## src/sv/acc_pkg.sv

```systemverilog
// Package for the ADC channel code converter: widths, constant tables,
// queue item and configuration types. No dependencies.
`default_nettype none

package acc_pkg;

    localparam int NUM_CHANNELS_DEF  = 16;
    localparam int THERM_ENTRIES_DEF = 59;

    localparam int CH_W     = 4;
    localparam int CODE_W   = 10;
    localparam int VAL_W    = 17;
    localparam int QTY_W    = 2;
    localparam int CFG_IDX_W = 3;
    localparam int CFG_DAT_W = 16;

    localparam int MUL_W    = 19;
    localparam int PROD_W   = CODE_W + MUL_W;
    localparam int DVD_W    = 36;
    localparam int DVS_W    = 16;
    localparam int VOLT_W   = 26;
    localparam int DIV_CNT_W = $clog2(DVD_W + 1);

    localparam int TBL_SLOTS = 64;
    localparam int TBL_IDX_W = $clog2(TBL_SLOTS);
    localparam int SRCH_W    = TBL_IDX_W + 1;

    localparam int FIFO_DEPTH = 2;
    localparam int FIFO_AW    = $clog2(FIFO_DEPTH);
    localparam int FIFO_CW    = $clog2(FIFO_DEPTH + 1);

    localparam logic [CH_W-1:0]   CH_TEMP = 4'd1;
    localparam logic [CH_W-1:0]   CH_CURR = 4'd10;

    localparam logic [QTY_W-1:0]  QTY_MV   = 2'd0;
    localparam logic [QTY_W-1:0]  QTY_TEMP = 2'd1;
    localparam logic [QTY_W-1:0]  QTY_CURR = 2'd2;

    localparam logic [CFG_IDX_W-1:0] CFG_TEMP_STEP = 3'd0;
    localparam logic [CFG_IDX_W-1:0] CFG_TEMP_DIV  = 3'd1;
    localparam logic [CFG_IDX_W-1:0] CFG_BIAS      = 3'd2;
    localparam logic [CFG_IDX_W-1:0] CFG_CURR_STEP = 3'd3;
    localparam logic [CFG_IDX_W-1:0] CFG_CURR_DIVH = 3'd4;
    localparam logic [CFG_IDX_W-1:0] CFG_CURR_DIVL = 3'd5;
    localparam logic [CFG_IDX_W-1:0] CFG_GAIN      = 3'd6;

    localparam logic [VAL_W-1:0]  VAL_MAX      = 17'h0FFFF;
    localparam int                CURR_OFFSET  = 750;
    localparam logic [DVD_W-1:0]  CURR_LIMIT   = DVD_W'(65535 + CURR_OFFSET);
    localparam logic [VAL_W-1:0]  TEMP_SHIFT   = 17'd3;
    localparam logic [9:0]        RES_SCALE    = 10'd1000;

    typedef enum logic [1:0] {
        K_VOLT = 2'd0,
        K_TEMP = 2'd1,
        K_CURR = 2'd2,
        K_OOR  = 2'd3
    } t_kind;

    typedef struct packed {
        t_kind              kind;
        logic [DVD_W-1:0]   dividend;
        logic [DVS_W-1:0]   divisor;
    } t_item;

    typedef struct packed {
        logic [15:0] temp_step;
        logic [15:0] temp_div;
        logic [11:0] bias;
        logic [15:0] curr_step;
        logic [15:0] curr_div_hi;
        logic [15:0] curr_div_lo;
        logic        gain;
    } t_cfg;

    // 3000 * den per channel
    localparam logic [MUL_W-1:0] VOLT_MUL [16] = '{
        19'd3000,  19'd3000,  19'd30000, 19'd30000, 19'd30000, 19'd30000,
        19'd30000, 19'd30000, 19'd42000, 19'd9000,  19'd3000,  19'd300000,
        19'd12000, 19'd3000,  19'd3000,  19'd33000
    };

    // 2046 * num per channel
    localparam logic [DVS_W-1:0] VOLT_DIV [16] = '{
        16'd2046,  16'd2046,  16'd12276, 16'd12276, 16'd12276, 16'd12276,
        16'd12276, 16'd12276, 16'd6138,  16'd2046,  16'd2046,  16'd30690,
        16'd2046,  16'd2046,  16'd2046,  16'd10230
    };

    // Thermistor resistance, high to low
    localparam logic [15:0] THERM_RES [TBL_SLOTS] = '{
        16'd30800, 16'd29500, 16'd28300, 16'd27100, 16'd26000, 16'd24900,
        16'd23900, 16'd22900, 16'd22000, 16'd21100, 16'd20300, 16'd19400,
        16'd18700, 16'd17900, 16'd17200, 16'd16500, 16'd15900, 16'd15300,
        16'd14700, 16'd14100, 16'd13600, 16'd13100, 16'd12600, 16'd12100,
        16'd11600, 16'd11200, 16'd10800, 16'd10400, 16'd10000, 16'd9630,
        16'd9280,  16'd8950,  16'd8620,  16'd8310,  16'd8020,  16'd7730,
        16'd7460,  16'd7200,  16'd6950,  16'd6710,  16'd6470,  16'd6250,
        16'd6040,  16'd5830,  16'd5640,  16'd5450,  16'd5260,  16'd5090,
        16'd4920,  16'd4760,  16'd4600,  16'd4450,  16'd4310,  16'd4170,
        16'd4040,  16'd3910,  16'd3790,  16'd3670,  16'd3550,  16'd3550,
        16'd3550,  16'd3550,  16'd3550,  16'd3550
    };

    // Zero divisor acts as one.
    function automatic logic [DVS_W-1:0] nz(input logic [DVS_W-1:0] d);
        nz = (d == '0) ? DVS_W'(1) : d;
    endfunction

endpackage

`default_nettype wire

```

## src/sv/acc_front.sv

```systemverilog
// Front end: takes start commands, classifies the channel and forms the
// dividend and divisor for the queue. Depends on acc_pkg.
`default_nettype none

module acc_front
    import acc_pkg::*;
#(
    parameter int NUM_CHANNELS = NUM_CHANNELS_DEF
) (
    input  wire logic              start,
    input  wire logic [CH_W-1:0]   i_channel,
    input  wire logic [CODE_W-1:0] i_raw_code,
    input  wire t_cfg              i_cfg,
    input  wire logic              i_full,
    output logic                   o_push,
    output t_item                  o_item
);

    logic [MUL_W-1:0]  mul_op;
    logic [DVS_W-1:0]  divisor;
    logic [PROD_W-1:0] prod;
    t_kind             kind;

    always_comb begin
        if ({1'b0, i_channel} >= (CH_W+1)'(NUM_CHANNELS)) begin
            kind = K_OOR;
        end else if (i_channel == CH_CURR) begin
            kind = K_CURR;
        end else if (i_channel == CH_TEMP) begin
            kind = K_TEMP;
        end else begin
            kind = K_VOLT;
        end
    end

    always_comb begin
        unique case (kind)
            K_CURR: begin
                mul_op  = MUL_W'(i_cfg.curr_step);
                divisor = nz(i_cfg.gain ? i_cfg.curr_div_hi : i_cfg.curr_div_lo);
            end
            K_TEMP: begin
                mul_op  = MUL_W'(i_cfg.temp_step);
                divisor = nz(i_cfg.temp_div);
            end
            K_VOLT: begin
                mul_op  = VOLT_MUL[i_channel];
                divisor = VOLT_DIV[i_channel];
            end
            default: begin
                mul_op  = '0;
                divisor = DVS_W'(1);
            end
        endcase
    end

    assign prod   = PROD_W'(i_raw_code) * PROD_W'(mul_op);
    assign o_item = {kind, DVD_W'(prod), divisor};
    assign o_push = start && !i_full;

endmodule

`default_nettype wire

```

## src/sv/acc_fifo.sv

```systemverilog
// Short item queue between front and back end.
// Depends on acc_pkg.
`default_nettype none

module acc_fifo
    import acc_pkg::*;
(
    input  wire logic  i_clk,
    input  wire logic  i_rst_n,
    input  wire logic  i_push,
    input  wire t_item i_item,
    input  wire logic  i_pop,
    output t_item      o_head,
    output logic       o_full,
    output logic       o_empty
);

    t_item              r_mem [FIFO_DEPTH];
    logic [FIFO_AW-1:0] r_wptr;
    logic [FIFO_AW-1:0] r_rptr;
    logic [FIFO_CW-1:0] r_count;
    logic [FIFO_CW-1:0] n_count;

    assign o_full  = (r_count == FIFO_CW'(FIFO_DEPTH));
    assign o_empty = (r_count == '0);
    assign o_head  = r_mem[r_rptr];

    always_comb begin
        n_count = r_count;
        if (i_push && !i_pop) begin
            n_count = r_count + 1'b1;
        end else if (i_pop && !i_push) begin
            n_count = r_count - 1'b1;
        end
    end

    always_ff @(posedge i_clk) begin
        if (!i_rst_n) begin
            r_wptr  <= '0;
            r_rptr  <= '0;
            r_count <= '0;
        end else begin
            if (i_push) begin
                r_wptr <= r_wptr + 1'b1;
            end
            if (i_pop) begin
                r_rptr <= r_rptr + 1'b1;
            end
            r_count <= n_count;
        end
    end

    always_ff @(posedge i_clk) begin
        if (i_push) begin
            r_mem[r_wptr] <= i_item;
        end
    end

endmodule

`default_nettype wire

```

## src/sv/acc_div.sv

```systemverilog
// Shared restoring divider, one quotient bit per cycle.
// Depends on acc_pkg.
`default_nettype none

module acc_div
    import acc_pkg::*;
(
    input  wire logic             i_clk,
    input  wire logic             i_rst_n,
    input  wire logic             i_start,
    input  wire logic [DVD_W-1:0] i_dividend,
    input  wire logic [DVS_W-1:0] i_divisor,
    output logic                  o_done,
    output logic [DVD_W-1:0]      o_quotient
);

    logic                 r_busy;
    logic                 r_done;
    logic [DIV_CNT_W-1:0] r_cnt;
    logic [DVS_W-1:0]     r_rem;
    logic [DVS_W-1:0]     r_dvs;
    logic [DVD_W-1:0]     r_quo;
    logic [DVS_W:0]       trial;
    logic                 fits;

    assign trial = {r_rem, r_quo[DVD_W-1]};
    assign fits  = (trial >= {1'b0, r_dvs});

    always_ff @(posedge i_clk) begin
        if (!i_rst_n) begin
            r_busy <= 1'b0;
            r_done <= 1'b0;
            r_cnt  <= '0;
        end else begin
            r_done <= r_busy && (r_cnt == DIV_CNT_W'(1));
            if (i_start) begin
                r_busy <= 1'b1;
                r_cnt  <= DIV_CNT_W'(DVD_W);
            end else if (r_busy) begin
                r_cnt <= r_cnt - 1'b1;
                if (r_cnt == DIV_CNT_W'(1)) begin
                    r_busy <= 1'b0;
                end
            end
        end
    end

    always_ff @(posedge i_clk) begin
        if (i_start) begin
            r_rem <= '0;
            r_dvs <= i_divisor;
            r_quo <= i_dividend;
        end else if (r_busy) begin
            r_rem <= fits ? DVS_W'(trial - {1'b0, r_dvs}) : trial[DVS_W-1:0];
            r_quo <= {r_quo[DVD_W-2:0], fits};
        end
    end

    assign o_done     = r_done;
    assign o_quotient = r_quo;

endmodule

`default_nettype wire

```

## src/sv/acc_back.sv

```systemverilog
// Back end: sequences the shared divider, the resistance scaling and the
// thermistor table search, then clamps and strobes the result. Depends on acc_pkg, acc_div.
`default_nettype none

module acc_back
    import acc_pkg::*;
#(
    parameter int THERM_ENTRIES = THERM_ENTRIES_DEF
) (
    input  wire logic              i_clk,
    input  wire logic              i_rst_n,
    input  wire t_item             i_head,
    input  wire logic              i_empty,
    input  wire t_cfg              i_cfg,
    output logic                   o_pop,
    output logic                   o_result_valid,
    output logic signed [VAL_W-1:0] o_value,
    output logic [QTY_W-1:0]       o_quantity
);

    typedef enum logic [5:0] {
        S_IDLE   = 6'b000001,
        S_DIV1   = 6'b000010,
        S_SCALE  = 6'b000100,
        S_DIV2   = 6'b001000,
        S_SEARCH = 6'b010000,
        S_OUT    = 6'b100000
    } t_state;

    t_state              r_state;
    t_state              n_state;
    t_kind               r_kind;
    logic [DVD_W-1:0]    r_dvd;
    logic [DVD_W-1:0]    r_res;
    logic [SRCH_W-1:0]   r_lo;
    logic [SRCH_W-1:0]   r_hi;
    logic [VAL_W-1:0]    r_val;
    logic [QTY_W-1:0]    r_qty;

    logic                div_start;
    logic [DVD_W-1:0]    div_dvd;
    logic [DVS_W-1:0]    div_dvs;
    logic                div_done;
    logic [DVD_W-1:0]    quo;
    logic [DVD_W-1:0]    scaled;
    logic [SRCH_W:0]     mid_sum;
    logic [SRCH_W-1:0]   mid;
    logic                hit;
    logic [VAL_W:0]      curr_diff;

    assign o_pop     = (r_state == S_IDLE) && !i_empty;
    assign div_start = (o_pop && (i_head.kind != K_OOR)) || (r_state == S_SCALE);
    assign div_dvd   = (r_state == S_IDLE) ? i_head.dividend : r_dvd;
    assign div_dvs   = (r_state == S_IDLE) ? i_head.divisor : nz(DVS_W'(i_cfg.bias));

    acc_div u_div (
        .i_clk      (i_clk),
        .i_rst_n    (i_rst_n),
        .i_start    (div_start),
        .i_dividend (div_dvd),
        .i_divisor  (div_dvs),
        .o_done     (div_done),
        .o_quotient (quo)
    );

    assign scaled    = DVD_W'(quo[VOLT_W-1:0]) * DVD_W'(RES_SCALE);
    assign mid_sum   = {1'b0, r_lo} + {1'b0, r_hi};
    assign mid       = mid_sum[SRCH_W:1];
    assign hit       = ({{(DVD_W-16){1'b0}}, THERM_RES[mid[TBL_IDX_W-1:0]]} >= r_res);
    assign curr_diff = (VAL_W+1)'(quo[VAL_W-1:0]) - (VAL_W+1)'(CURR_OFFSET);

    always_comb begin
        n_state = r_state;
        unique case (r_state)
            S_IDLE: begin
                if (!i_empty) begin
                    n_state = (i_head.kind == K_OOR) ? S_OUT : S_DIV1;
                end
            end
            S_DIV1: begin
                if (div_done) begin
                    n_state = (r_kind == K_TEMP) ? S_SCALE : S_OUT;
                end
            end
            S_SCALE:  n_state = S_DIV2;
            S_DIV2: begin
                if (div_done) begin
                    n_state = S_SEARCH;
                end
            end
            S_SEARCH: begin
                if (r_lo >= r_hi) begin
                    n_state = S_OUT;
                end
            end
            S_OUT:    n_state = S_IDLE;
            default:  n_state = S_IDLE;
        endcase
    end

    always_ff @(posedge i_clk) begin
        if (!i_rst_n) begin
            r_state <= S_IDLE;
        end else begin
            r_state <= n_state;
        end
    end

    always_ff @(posedge i_clk) begin
        unique case (r_state)
            S_IDLE: begin
                r_kind <= i_head.kind;
                r_val  <= '0;
                r_qty  <= QTY_MV;
            end
            S_DIV1: begin
                if (div_done) begin
                    unique case (r_kind)
                        K_CURR: begin
                            r_qty <= QTY_CURR;
                            r_val <= (quo > CURR_LIMIT) ? VAL_MAX : curr_diff[VAL_W-1:0];
                        end
                        K_TEMP: begin
                            r_qty <= QTY_TEMP;
                            r_dvd <= scaled;
                        end
                        default: begin
                            r_qty <= QTY_MV;
                            r_val <= (|quo[DVD_W-1:VAL_W-1]) ? VAL_MAX
                                                             : VAL_W'(quo[VAL_W-2:0]);
                        end
                    endcase
                end
            end
            S_DIV2: begin
                r_res <= quo;
                r_lo  <= '0;
                r_hi  <= SRCH_W'(THERM_ENTRIES);
            end
            S_SEARCH: begin
                if (r_lo < r_hi) begin
                    if (hit) begin
                        r_lo <= mid + 1'b1;
                    end else begin
                        r_hi <= mid;
                    end
                end else begin
                    r_val <= VAL_W'(r_lo) - TEMP_SHIFT;
                end
            end
            default: begin
            end
        endcase
    end

    assign o_result_valid = (r_state == S_OUT);
    assign o_value        = r_val;
    assign o_quantity     = r_qty;

endmodule

`default_nettype wire

```

## src/sv/adc_channel_code_converter.sv

```systemverilog
// Top level of the ADC channel code converter: configuration registers,
// front end, item queue and back end. Depends on acc_pkg, acc_front, acc_fifo, acc_back.
//
// An item is taken on start while busy is low and yields one result, shown
// for exactly one cycle with o_result_valid; the receiver cannot stall it.
// A two-entry queue holds accepted items, so start may be given while an
// earlier item is still being worked; busy is high only while the queue is
// full. The back end shares one 36-step restoring divider: a channel beyond
// the channel count skips it, current and voltage channels use one division,
// the temperature channel two with a resistance scaling between, then a binary
// table search (at most 7 steps). Configuration registers are written through
// the cfg channel, which is always ready; write them only while idle.

`default_nettype none

module adc_channel_code_converter
    import acc_pkg::*;
#(
    parameter int NUM_CHANNELS  = NUM_CHANNELS_DEF,
    parameter int THERM_ENTRIES = THERM_ENTRIES_DEF
) (
    input  wire logic                 i_clk,
    input  wire logic                 i_rst_n,
    input  wire logic                 start,
    input  wire logic [CH_W-1:0]      i_channel,
    input  wire logic [CODE_W-1:0]    i_raw_code,
    output logic                      busy,
    output logic                      o_result_valid,
    output logic signed [VAL_W-1:0]   o_value,
    output logic [QTY_W-1:0]          o_quantity,
    input  wire logic                 i_cfg_valid,
    output logic                      o_cfg_ready,
    input  wire logic [CFG_IDX_W-1:0] i_cfg_index,
    input  wire logic [CFG_DAT_W-1:0] i_cfg_data
);

    t_cfg  r_cfg;
    t_item push_item;
    t_item head;
    logic  push;
    logic  pop;
    logic  full;
    logic  empty;

    assign o_cfg_ready = 1'b1;

    always_ff @(posedge i_clk) begin
        if (!i_rst_n) begin
            r_cfg.temp_step   <= 16'd1;
            r_cfg.temp_div    <= 16'd1;
            r_cfg.bias        <= 12'd1;
            r_cfg.curr_step   <= 16'd1;
            r_cfg.curr_div_hi <= 16'd1;
            r_cfg.curr_div_lo <= 16'd1;
            r_cfg.gain        <= 1'b0;
        end else if (i_cfg_valid && o_cfg_ready) begin
            unique case (i_cfg_index)
                CFG_TEMP_STEP: r_cfg.temp_step   <= i_cfg_data;
                CFG_TEMP_DIV:  r_cfg.temp_div    <= i_cfg_data;
                CFG_BIAS:      r_cfg.bias        <= i_cfg_data[11:0];
                CFG_CURR_STEP: r_cfg.curr_step   <= i_cfg_data;
                CFG_CURR_DIVH: r_cfg.curr_div_hi <= i_cfg_data;
                CFG_CURR_DIVL: r_cfg.curr_div_lo <= i_cfg_data;
                CFG_GAIN:      r_cfg.gain        <= i_cfg_data[0];
                default: begin
                end
            endcase
        end
    end

    acc_front #(
        .NUM_CHANNELS (NUM_CHANNELS)
    ) u_front (
        .start      (start),
        .i_channel  (i_channel),
        .i_raw_code (i_raw_code),
        .i_cfg      (r_cfg),
        .i_full     (full),
        .o_push     (push),
        .o_item     (push_item)
    );

    acc_fifo u_fifo (
        .i_clk   (i_clk),
        .i_rst_n (i_rst_n),
        .i_push  (push),
        .i_item  (push_item),
        .i_pop   (pop),
        .o_head  (head),
        .o_full  (full),
        .o_empty (empty)
    );

    acc_back #(
        .THERM_ENTRIES (THERM_ENTRIES)
    ) u_back (
        .i_clk          (i_clk),
        .i_rst_n        (i_rst_n),
        .i_head         (head),
        .i_empty        (empty),
        .i_cfg          (r_cfg),
        .o_pop          (pop),
        .o_result_valid (o_result_valid),
        .o_value        (o_value),
        .o_quantity     (o_quantity)
    );

    assign busy = full;

endmodule

`default_nettype wire

```

## config.mk

```make
export PLATFORM = sky130hd
export DESIGN_NAME = adc_channel_code_converter
export DESIGN_NICKNAME = d
export VERILOG_FILES = /design/src/sv/acc_pkg.sv /design/src/sv/acc_front.sv /design/src/sv/acc_fifo.sv /design/src/sv/acc_div.sv /design/src/sv/acc_back.sv /design/src/sv/adc_channel_code_converter.sv
export SDC_FILE = /design/constraint.sdc
export NUM_CORES = 1
export LEC_CHECK = 0
export BUFFER_PORTS_ARGS = -buffer_cell sky130_fd_sc_hd__buf_2
export CORE_MARGIN = 5
export CORE_UTILIZATION = 36
export DETAILED_ROUTE_END_ITERATION = 7
export PLACE_DENSITY_LB_ADDON = 0.3
export SLEW_MARGIN = 10
export SYNTH_ARGS = -nofsm -noshare
export SYNTH_HDL_FRONTEND = slang
export SYNTH_HIERARCHICAL = 1
export SYNTH_SLANG_ARGS = --single-unit
export TNS_END_PERCENT = 100
```

## constraint.sdc

```tcl
create_clock -name i_clk -period 16.55 [get_ports i_clk]
set_input_delay 4.1375 -clock i_clk [delete_from_list [all_inputs] [get_ports i_clk]]
set_output_delay 4.1375 -clock i_clk [all_outputs]
set_load 0.1 [all_outputs]
```

Word-level counts from Yosys, hierarchy flattened
Memories as Yosys holds them, arrays and structs flattened. A register that Yosys moved wholly into a read port is not among the register bits.
Index checks and enable logic that the tools add are counted.
{"block": "word_totals", "reg_bits": 283, "ram_bits": 94, "romBits": 1584, "in_bits": 37, "output_inout_bits": 22, "n_memories": 4}
{"name": "(name not given)", "words": 64, "width": 16, "read_ports": 1, "rd_ports_with_merged_regs": 0, "wr": 0, "line_no": "acc_back.sv:69", "rtl": "assign hit = ({{(DVD_W-16){1'b0}}, THERM_RES[mid[TBL_IDX_W-1:0]]} >= r_res);"}
{"name": "(name not given)", "words": 16, "width": 19, "read_ports": 1, "rd_ports_with_merged_regs": 0, "wr": 0, "line_no": "acc_front.sv:47", "rtl": "mul_op = VOLT_MUL[i_channel];"}
{"name": "(name not given)", "words": 16, "width": 16, "read_ports": 1, "rd_ports_with_merged_regs": 0, "wr": 0, "line_no": "acc_front.sv:48", "rtl": "divisor = VOLT_DIV[i_channel];"}
{"name": "u_fifo.r_mem", "words": 2, "width": 47, "read_ports": 1, "rd_ports_with_merged_regs": 1, "wr": 1, "line_no": "acc_fifo.sv:18", "rtl": "t_item r_mem [FIFO_DEPTH];"}
{"block": "classes", "n_addsub": 10, "mul": 2, "magnitude_cmp": 7, "n_eq_ne": 31, "muxes": 52, "bitwise_logic": 3, "n_reduce_logical": 37}
{"op": "16-bit 2-to-1 mux", "n": 10}
{"op": "36-bit 2-to-1 mux", "n": 3}
{"op": "19-bit case mux with 3 select lines", "n": 1}
{"op": "17-bit 2-to-1 mux", "n": 3}
{"op": "17-bit case mux with 3 select lines", "n": 1}
{"op": "6-bit 2-to-1 mux", "n": 8}
{"op": "16-bit case mux with 3 select lines", "n": 1}
{"op": "19-bit 2-to-1 mux", "n": 2}
{"op": "16-bit by 36-bit greater-or-equal comparator with 1-bit output", "n": 1}
{"op": "36-bit by 17-bit > comparator with 1-bit output (second input constant)", "n": 1}
{"op": "17-bit case mux with 2 select lines", "n": 1}
{"op": "26-bit by 7-bit multiplier with 33-bit output (second input constant)", "n": 1}
{"op": "16-bit logical NOT", "n": 2}
{"op": "6-bit case mux with 5 select lines", "n": 1}
{"op": "10-bit by 19-bit multiplier with 29-bit output", "n": 1}
{"op": "7-bit 2-to-1 mux", "n": 4}
{"op": "7-bit case mux with 2 select lines", "n": 2}
{"op": "20-bit OR reduction", "n": 1}
{"op": "17-bit by 16-bit greater-or-equal comparator with 1-bit output", "n": 1}
{"op": "17-bit by 10-bit subtractor with 17-bit output (second input constant)", "n": 1}
{"op": "2-bit AND reduction", "n": 8}
{"op": "16-bit subtractor", "n": 1}
{"op": "2-bit != test (second input constant)", "n": 7}
{"op": "6-bit by 1-bit equality test with 1-bit output (second input constant)", "n": 2}
{"op": "other kinds (42)", "n": 78}

Longest topological paths before layout
Gate-level depths: netlist of run 1.
{"block": "depth", "ltp_word": 9, "mapped_depth": 26, "ltp_nobuf": 25}

Modules after synthesis
Netlist of run 1, hierarchy kept.
{"module": "acc_back", "instances": 1, "cells_per_inst": 1277, "area_per_inst_um2": 11705.0, "seq_area_each_um2": 3243.1}
{"module": "acc_front", "instances": 1, "cells_per_inst": 814, "area_per_inst_um2": 6721.4, "seq_area_each_um2": 0.0}
{"module": "acc_fifo", "instances": 1, "cells_per_inst": 190, "area_per_inst_um2": 4131.5, "seq_area_each_um2": 3343.2}
{"module": "acc_div", "instances": 1, "cells_per_inst": 332, "area_per_inst_um2": 3873.7, "seq_area_each_um2": 2042.0}
{"module": "adc_channel_code_converter", "instances": 1, "cells_per_inst": 329, "area_per_inst_um2": 3438.3, "seq_area_each_um2": 1861.8}

Least setup slack after synthesis of run 1
Ideal clock, no wire load.
{"block": "synth_timing", "path_type": "input -> register", "from": "input port i_channel[0]", "to": "memory u_fifo/r_mem[0][44] (netlist name), data pin", "setup_ns": 0.262, "arrival_time_ns": 9.548, "t_required_ns": 16.288, "setup_slack_ns": 6.739, "path_stages": 22, "n_path_buf": 2, "path_cell_list": "inv_1 > ha_1 > mux2i_1 > nor2_1 > buf_2 > a21oi_1 > a221o_1 > and2_1 > fa_1 > fa_1 > fa_1 > fa_1 > inv_1 > fa_1 > inv_1 > ha_1 > clkbuf_1 > nand4_1 > or3_2 > o2111ai_1 > a31oi_1 > xnor2_1"}
{"item": "start: declaration", "line_no": "adc_channel_code_converter.sv:25", "rtl": "input wire logic [CH_W-1:0] i_channel,"}
{"item": "end: declaration", "line_no": "acc_fifo.sv:18"}

==> impl_metrics.json, run 1 <==
{
  "cp_slowest_cell": "nor2_2",
  "die_area_um2": 88800,
  "drtIter0Drc": 1329,
  "rsz0062_at_grt": "no",
  "synth_area_leader_cell": "edfxtp_1",
  "ff2ff_path_depth": 17,
  "wl_per_cell_um": 17.5,
  "synth.distinct_cells": 101,
  "start_util_pct": 36.3,
  "crit_fanout": 20,
  "ctsHoldBuffers": 0,
  "grt_pass1_wl_um": 117000,
  "slowest_delay_ns": 0.55,
  "gp_congestion": 0.880,
  "fillers": 8064,
  "reg2reg_slack_ns": 10.76,
  "final.period_utilization_pct": 64.5,
  "yosys.area.top_type_share_pct": 26.5,
  "ios": 59,
  "crit_required_ns": 16.92,
  "cts_sinks": 392,
  "worstPathArrival_ns": 11.04,
  "clk_pin_slew_ns": 0.05,
  "dp_hpwl_um": 53000,
  "worstSkewPairLatency_ns": 0.60,
  "setup_viol": 0,
  "vias_per_cell": 5.13,
  "cp_common_cell": "fa_1",
  "die_w_um": 298,
  "gr-total-overflow": 0,
  "hold_violations": 0,
  "ctsHtreeMaxLevel": 2,
  "cts_made_buffers": 45,
  "max_freq_mhz": 93.7,
  "io_buffers": 57,
  "clock_path_buffers": 3,
  "die_height_um": 298,
  "cts_resized": 0,
  "slew-limit-headroom_pct": 20.5,
  "cts_setup_buffers": 0,
  "ff_latch_area_um2": 10500,
  "end_kind": "flip-flop",
  "drv_cap": 0,
  "grt_pass1_vias": 21000,
  "core_um2": 82200,
  "finalNetCount": 3430,
  "syn_to_final_growth_pct": 9.02,
  "yosysMostFrequentCell": "nand2_1",
  "totalWireLength_um": 71200,
  "gr-usage-all-layers_pct": 16.0,
  "cts_tree": "yes",
  "drtAntennaViolNets": 0,
  "multi_input_area_um2": 17700,
  "critPathKind": "input pin to flip-flop",
  "synth_edf_count": 264,
  "min_path_cells": 2,
  "diodes": 0,
  "tightest_slew_ns": 1.19,
  "rows": 105,
  "drc": 0,
  "ys_seq_elements": 392,
  "dr.pass1.iters": 5,
  "ys_async_sr_fraction_pct": 0,
  "status": "complete, no violations",
  "reg2reg_to": "u_fifo/r_mem[0][43]",
  "grt_max_degree": 69,
  "holdPathEnd": "r_cfg[80]",
  "period_minus_slack_ns": 10.67,
  "min_from": "r_cfg[80]",
  "hold_class": "flip-flop to flip-flop",
  "antenna_found_initial": 0,
  "start_kind": "input pin",
  "skew_ns": 0.0424,
  "synthTopCellsByCount": "nand2_1, inv_1, edfxtp_1",
  "crit_chain": "buf_2 -> inv_1 -> nor2_2 -> nand2_1 -> inv_2 -> a221o_1 -> and2_1 -> fa_1 -> fa_1 -> fa_1 -> fa_1 -> inv_1 -> fa_1 -> inv_1 -> ha_1 -> nand2_1 -> nor4_2 -> nand3_1 -> o21ba_2 -> nor2_1 -> o311ai_1",
  "vias": 20800,
  "clockRootBuffer": "clkbuf_16",
  "yosysWarningCount": 6,
  "fin_tns_setup_ns": 0,
  "synthFlopType": "edfxtp_1",
  "seq_area_frac_synth_pct": 35.1,
  "synth.area.top_cells": "edfxtp_1, fa_1, ha_1, dfxtp_1, nand2_1",
  "drive_gt1_share_pct": 9.81,
  "drv_slew": 0,
  "synth_cells": 2942,
  "r2r_start": "r_cfg[39]",
  "syn_avg_cell_area_um2": 10.2,
  "synthesis.area_um2": 29900
}
## worst max-delay path, delay by kind of cell
kind | cells | cell delay, ns
and+or+nand+nor | 7 | 1.96
adders and majority gates | 6 | 2.92
AOI/OAI and AO/OA | 3 | 1.15
buffers and inverters | 5 | 0.85
## kinds of logic after synthesis
logic type / Yosys count / synth area share (%)
buffers and inverters: 429 / 5.96
XOR/XNOR: 86 / 2.52
flip-flops: 392 / 35.1
other: 2 / 0.0251
multiplexers: 212 / 7.54
AO/OA/AOI/OAI: 491 / 10.9
AND/OR/NAND/NOR: 889 / 14.1
adder cells (fa/ha/maj): 441 / 23.8
## flip-flops by register name, indices dropped and copies added, names as in the netlist, named ones only
name,flops
u_back/r_kind,2
u_fifo/r_rptr,1
u_back/u_div/r_cnt,6
u_back/u_div/o_done,1
u_back/u_div/o_quotient,36
u_back/r_lo,7
u_back/r_dvd,33
u_fifo/r_mem,108
u_back/o_value,17
u_back/u_div/r_dvs,16
u_back/u_div/r_rem,16
u_fifo/r_count,2
u_back/u_div/r_busy,1
u_back/r_res,36
r_cfg,93
u_back/r_state,6
u_back/o_quantity,2
u_back/r_hi,7
u_fifo/r_wptr,1
## metrics by stage
stage	setup slack, ns	hold slack (ns)	cells	util [%]	cell area (um^2)
floorplan	6.74	0.434	2948	-	29900
CTS	6.07	0.463	4057	39.6	32600
global placement	5.58	0.448	3975	37.8	31100
detailed placement	5.46	0.455	3975	37.8	31100
finish	5.88	0.463	4057	39.6	32600
global route	5.52	0.481	4057	39.6	32600
## area by class of cell
| cell class | count | area share (%) |
|---|---|---|
| repair buffers | 79 | 1.39 |
| multi-input cells | 2127 | 54.2 |
| inverters | 307 | 3.54 |
| clock inverters | 24 | 0.830 |
| clock buffers | 58 | 3.67 |
| well taps | 1070 | 4.11 |
| flip-flops and latches | 392 | 32.2 |
## placed cells by master, fill, tap and decap left out, drive strengths merged, types with 11 or more instances in the layout
cell type	instances
a211oi	22
a21o	33
a21oi	133
a221o	11
a31oi	18
and2	108
and3	13
buf	79
clkbuf	58
clkinv	19
dfxtp	128
edfxtp	264
fa	212
ha	229
inv	307
mux2	93
mux2i	118
nand2	441
nand2b	24
nand3	32
nand4	11
nor2	122
nor2b	31
nor3	31
nor4	19
o211ai	25
o21a	17
o21ai	112
o22ai	12
o31ai	14
or3	12
xnor2	57
xor2	29
## how the worst max path moves through the flow
stage / cells after the start / end / slack, ns / startpoint
floorplan: 22 / u_fifo/r_mem[0][44] / 6.74 / i_channel[0]
global placement: 21 / u_fifo/r_mem[0][43] / 5.58 / i_channel[3]
detailed placement: 21 / u_fifo/r_mem[0][43] / 5.46 / i_channel[3]
CTS: 21 / u_fifo/r_mem[0][43] / 6.07 / i_channel[3]
global route: 21 / u_fifo/r_mem[0][43] / 5.52 / i_channel[3]
finish: 21 / u_fifo/r_mem[0][43] / 5.88 / i_channel[3]
## routing by layer
| layer | up-vias | GRT usage (%) | share of wire [%] |
|---|---|---|---|
| met2 | 403 | 26.0 | 46 |
| met3 | 87 | 2.04 | 3.9 |
| met1 | 10200 | 23.0 | 47 |
| li1 | 10100 | - | - |
| met4 | 0 | 3.72 | 2.1 |
| met5 | - | 0 | 0 |
Power of run 1 is left out: the tool's default activity adds up to more than one toggle a clock period on the data nets, which glitch-free logic cannot reach.
==> inputs of run 2 (changes only) <==
ABC_AREA = 1   (was unset)
clock period = 10.5 ns   (was 16.55 ns; I/O delays follow)
==> run 2 against run 1 <==
Worst hold slack improved by 0.00086 ns. Core utilization fell by 0.33 points. Final area rose by 6.2%. Cell count rose by 28%. First-iteration DRC count rose by 35%. Sequential share of layout area fell by 1.9 points.
==> impl_metrics.json, run 2 <==
{
  "status": "complete, no violations",
  "seq_area_frac_synth_pct": 32.9,
  "hold_class": "flip-flop to flip-flop",
  "finalNetCount": 4450,
  "crit_fanout": 32,
  "dr.pass1.iters": 6,
  "vias_per_cell": 4.80,
  "wl_per_cell_um": 15.7,
  "worstPathArrival_ns": 8.40,
  "synthTopCellsByCount": "nand2_1, inv_1, nor2_1",
  "gp_congestion": 0.906,
  "clockRootBuffer": "clkbuf_16",
  "hold_violations": 0,
  "drv_cap": 0,
  "final_core_util_pct": 39.3,
  "r2r_start": "u_back/r_lo[0]",
  "synth.distinct_cells": 63,
  "synth_area_leader_cell": "edfxtp_1",
  "synthFlopType": "edfxtp_1",
  "synth_edf_count": 264,
  "ff2ff_path_depth": 23,
  "cts_tree": "yes",
  "drive_gt1_share_pct": 7.58,
  "ctsHtreeMaxLevel": 2,
  "grt_pass1_wl_um": 132000,
  "grt_pass1_vias": 24500,
  "critPathKind": "input pin to flip-flop",
  "wl_met2_um": 37300,
  "syn_avg_cell_area_um2": 8.06,
  "drtAntennaViolNets": 0,
  "min_path_cells": 2,
  "drc": 0,
  "top_layer": "met4",
  "yosysWarningCount": 6,
  "dp_hpwl_um": 62100,
  "gr-usage-all-layers_pct": 17.1,
  "fillers": 9176,
  "final.period_utilization_pct": 77.0,
  "final_common_cell": "nand2_1",
  "end_kind": "flip-flop",
  "die_w_um": 307,
  "diodes": 0,
  "largest_register": "u_fifo/r_mem",
  "largest_reg_flops": 108,
  "drt-met1-wl_um": 38200,
  "totalWireLength_um": 81400,
  "min_from": "u_back/u_div/r_rem[12]",
  "skew_ns": 0.0306,
  "yosys.area.top_type_share_pct": 24.9,
  "crit_required_ns": 10.82,
  "start_util_pct": 36.2,
  "yosysMostFrequentCell": "nand2_1",
  "ctsHoldBuffers": 0,
  "cts_setup_buffers": 0,
  "drtIter0Drc": 1788,
  "fin_tns_setup_ns": 0,
  "die_height_um": 307,
  "period_minus_slack_ns": 8.08,
  "vias": 24800,
  "grt_max_degree": 68,
  "die_area_um2": 94500,
  "clock_path_buffers": 3,
  "reg_top3": "u_fifo/r_mem x108, r_cfg x93",
  "rsz0062_at_grt": "no",
  "startpoint": "i_channel[0]",
  "start_kind": "input pin",
  "ios": 59,
  "setup_viol": 0,
  "rows": 109,
  "multi_input_area_um2": 18500,
  "ff_latch_area_um2": 10500,
  "cts_made_buffers": 45,
  "final_cell_mix": "nand2_1, inv_1, nor2_1, nand3_1, edfxtp_1",
  "drv_slew": 0,
  "routed-wl-met3_um": 3900,
  "synth.area.top_cells": "edfxtp_1, fa_1, nand2_1, ha_1, dfxtp_1",
  "synth_cells": 3952,
  "ys_async_sr_fraction_pct": 0,
  "syn_to_final_growth_pct": 8.62,
  "cts_sinks": 392,
  "ys_seq_elements": 392,
  "tightest_slew_ns": 1.06,
  "worstSkewPairLatency_ns": 0.60,
  "synthesis.area_um2": 31900,
  "gr-total-overflow": 0,
  "core_um2": 88100,
  "max_freq_mhz": 124,
  "antenna_found_initial": 0,
  "clk_pin_slew_ns": 0.06,
  "slew-limit-headroom_pct": 29.1,
  "io_buffers": 57,
  "cts_resized": 0
}
[run 2: changes by cell type in the layout (fill, tap and decap cells not counted), moves of 28 or more]
cell     change
nand2_1    +687
nor2_1     +361
nand3_1    +271
inv_1      +269
mux2i_1    -118
and2_1      -99
mux2_2      -89
mux2_4      +50
o21ai_0     -49
xnor2_1     -39
nor2b_1     -30
a21oi_1     -29
a21o_1      -28
nand4_1     +28
[run 2: worst max-delay path: stages]
cell and delay [ns]:
buf_2 0.13, inv_1 0.16, ha_1 0.31, inv_1 0.08
nor2_2 0.10, buf_4 0.34, nand2_1 0.10, o21ai_1 0.26
inv_1 0.25, nor2_1 0.21, fa_1 0.45, fa_1 0.47
fa_1 0.50, fa_1 0.54, inv_1 0.05, fa_1 0.52
inv_1 0.04, ha_1 0.34, nand2_1 0.10, nor2_1 0.24
nand2_1 0.14, a21oi_1 0.23, nor2_1 0.07, nand2_1 0.06
nand2_1 0.07
[run 2: worst paths after layout]
kind              slack (ns)                endpoint
hold / removal          0.46  u_back/u_div/r_rem[12]
setup reg to reg        4.95          u_back/r_lo[6]
setup / recovery        2.42     u_fifo/r_mem[0][33]
hold reg to reg         0.46  u_back/u_div/r_rem[12]
[run 2: final cells by class]
cell class	instances	area share, %
clock inverters	27	0.759
flip-flops and latches	392	30.3
inverters	604	6.57
clock buffers	56	3.46
well taps	1165	4.21
repair buffers	76	1.24
multi-input cells	2853	53.4
[run 2: per-layer routing]
layer | GRT usage, % | vias up
li1 | - | 12500
met1 | 24.1 | 11700
met2 | 28.1 | 545
met3 | 2.15 | 104
met4 | 4.71 | 0
met5 | 0 | -
[run 2: logic make-up (layout without fill, tap and decap cells)]
logic type	after synthesis	in the layout	share of synthesized area, %
XOR/XNOR	57	57	1.57
AND/OR/NAND/NOR	2072	2072	27.3
multiplexers	54	54	2.50
flip-flops	392	392	32.9
adder cells (fa/ha/maj)	441	441	22.3
other	2	8	0.0236
buffers and inverters	713	763	9.20
AO/OA/AOI/OAI	221	221	4.19
[run 2: stage by stage]
step	cells	hold WS [ns]	instance area (um^2)	setup WS, ns
2_1_floorplan	3958	0.441	31900	2.79
3_3_place_gp	5090	0.456	33100	1.90
3_5_place_dp	5090	0.458	33100	1.86
4_1_cts	5173	0.469	34600	2.47
5_1_grt	5173	0.486	34600	2.07
6_report	5173	0.464	34600	2.42
Power of run 2 is left out for the same reason.
==> inputs of run 3 (changes only) <==
ABC_AREA = 0   (was 1)
clock period = 8.05 ns   (was 10.5 ns; I/O delays follow)
==> run 3 against run 2 <==
Register-to-register slack lost 2.6 ns. Worst setup slack lost 2.0 ns. Worst hold slack lost 0.0014 ns. Critical path depth shrank 3. Die area shrank 6.0%. Cell count shrank 21%. Flip-flop and latch count is the same. Non-clock buffer count grew 51. Sequential share of layout area grew 1.3 points. Final area shrank 4.3%. Clock-buffer cell count grew 2. Largest cell class unchanged. First-iteration DRC count shrank 29%.
==> impl_metrics.json, run 3 (synthesis results as in run 1) <==
{
  "start_kind": "input pin",
  "io_buffers": 57,
  "drive_gt1_share_pct": 11.8,
  "drv_slew": 0,
  "crit_fanout": 6,
  "die_area_um2": 88800,
  "cts_resized": 0,
  "vias_per_cell": 5.11,
  "cts_setup_buffers": 0,
  "ctsHtreeMaxLevel": 2,
  "core_um2": 82200,
  "die_w_um": 298,
  "cts_made_buffers": 46,
  "period_minus_slack_ns": 7.59,
  "die_height_um": 298,
  "dp_hpwl_um": 53500,
  "max_freq_mhz": 132,
  "largest_register": "u_fifo/r_mem",
  "ctsHoldBuffers": 0,
  "totalWireLength_um": 71700,
  "final_common_cell": "nand2_1",
  "clock_path_buffers": 3,
  "clk_pin_slew_ns": 0.06,
  "slew-limit-headroom_pct": 21.5,
  "critPathKind": "input pin to flip-flop",
  "rsz0062_at_grt": "no",
  "setup_viol": 0,
  "worstPathArrival_ns": 7.92,
  "start_util_pct": 36.3,
  "hold_violations": 0,
  "status": "complete, no violations",
  "vias": 21000,
  "clockRootBuffer": "clkbuf_16",
  "reg_top3": "u_fifo/r_mem x108, r_cfg x93",
  "tightest_slew_ns": 1.18,
  "syn_to_final_growth_pct": 10.9,
  "ff2ff_path_depth": 17,
  "end_kind": "flip-flop",
  "final_cell_mix": "nand2_1, inv_1, edfxtp_1, ha_1, fa_1",
  "rows": 105,
  "ios": 59,
  "skew_ns": 0.0243,
  "final.period_utilization_pct": 94.3,
  "gr-total-overflow": 0,
  "finalNetCount": 3479,
  "gr-usage-all-layers_pct": 16.1,
  "min_path_cells": 2,
  "largest_reg_flops": 108,
  "hold_class": "flip-flop to flip-flop",
  "cts_sinks": 392,
  "grt_pass1_wl_um": 119000,
  "drtAntennaViolNets": 0,
  "wl_per_cell_um": 17.4,
  "drv_cap": 0,
  "drtIter0Drc": 1269,
  "antenna_found_initial": 1,
  "grt_pass1_vias": 21400,
  "crit_required_ns": 8.38,
  "worstSkewPairLatency_ns": 0.59,
  "drc": 0,
  "cts_tree": "yes",
  "grt_max_degree": 83,
  "hold_ws_ns": 0.463,
  "gp_congestion": 0.875,
  "dr.pass1.iters": 5
}
==> run 3: changes by cell type in the layout (fill, tap and decap cells not counted), sizes merged, moves of 26 or more <==
| cell | delta |
|---|---|
| a21o | +29 |
| and2 | +100 |
| inv | -293 |
| mux2i | +118 |
| nor2 | -386 |
| mux2 | +39 |
| a21oi | +26 |
| nor2b | +31 |
| nand2 | -712 |
| xnor2 | +41 |
| o21ai | +54 |
| nand4 | -28 |
| nand3 | -275 |
| buf | +51 |
==> run 3: area by class of cell <==
class                      instances  area (um^2)
timing repair buffer             127          826
fill                            8084        49100
clock buffer                      58         1310
tap                             1070         1340
clock inverter                    27          333
inverter                         307         1150
sequential                       392        10500
multi-input combinational       2127        17700
antenna                            1         2.50
==> run 3: worst max-delay path: stages <==
cell and delay, ns:
buf_2 0.12, inv_1 0.07, ha_1 0.23, mux2i_1 0.11, or2_2 0.33, nand2_1 0.15
a21oi_1 0.07, a221o_1 0.35, buf_4 0.19, and2_1 0.17, fa_1 0.55, fa_1 0.44
fa_1 0.47, fa_1 0.50, fa_1 0.49, ha_1 0.35, a21oi_1 0.23, o21ai_0 0.13
a41oi_1 0.29, o21a_1 0.16, o21ai_0 0.09, o311ai_1 0.42
==> run 3: stage by stage <==
| step | util (%) | TNS [ns] | instance area, um^2 | cells | setup WS, ns |
|---|---|---|---|---|---|
| 6_report | 40.3 | 0 | 33100 | 4109 | 0.463 |
| 5_1_grt | 40.3 | 0 | 33100 | 4109 | 0.0885 |
| 3_3_place_gp | 38.3 | -0.264 | 31500 | 4023 | -0.0782 |
| 3_5_place_dp | 38.3 | -1.03 | 31500 | 4023 | -0.136 |
| 2_1_floorplan | - | 0 | 29900 | 2948 | 0.364 |
| 4_1_cts | 40.3 | 0 | 33100 | 4108 | 0.473 |
==> run 3: worst paths after layout <==
| path | from | to | slack (ns) |
|---|---|---|---|
| hold reg to reg | r_cfg[91] | r_cfg[91] | 0.46 |
| setup / recovery | i_channel[0] | u_fifo/r_mem[0][41] | 0.46 |
| setup reg to reg | r_cfg[39] | u_fifo/r_mem[1][43] | 2.39 |
| hold / removal | r_cfg[91] | r_cfg[91] | 0.46 |
==> run 3: metal layers <==
| layer | part of all wire [%] | GRT usage [%] |
|---|---|---|
| met4 | 2.4 | 4.02 |
| met3 | 3.5 | 1.62 |
| met5 | 0 | 0 |
| met1 | 48 | 23.1 |
| met2 | 46 | 26.3 |
Power of run 3 is left out for the same reason.
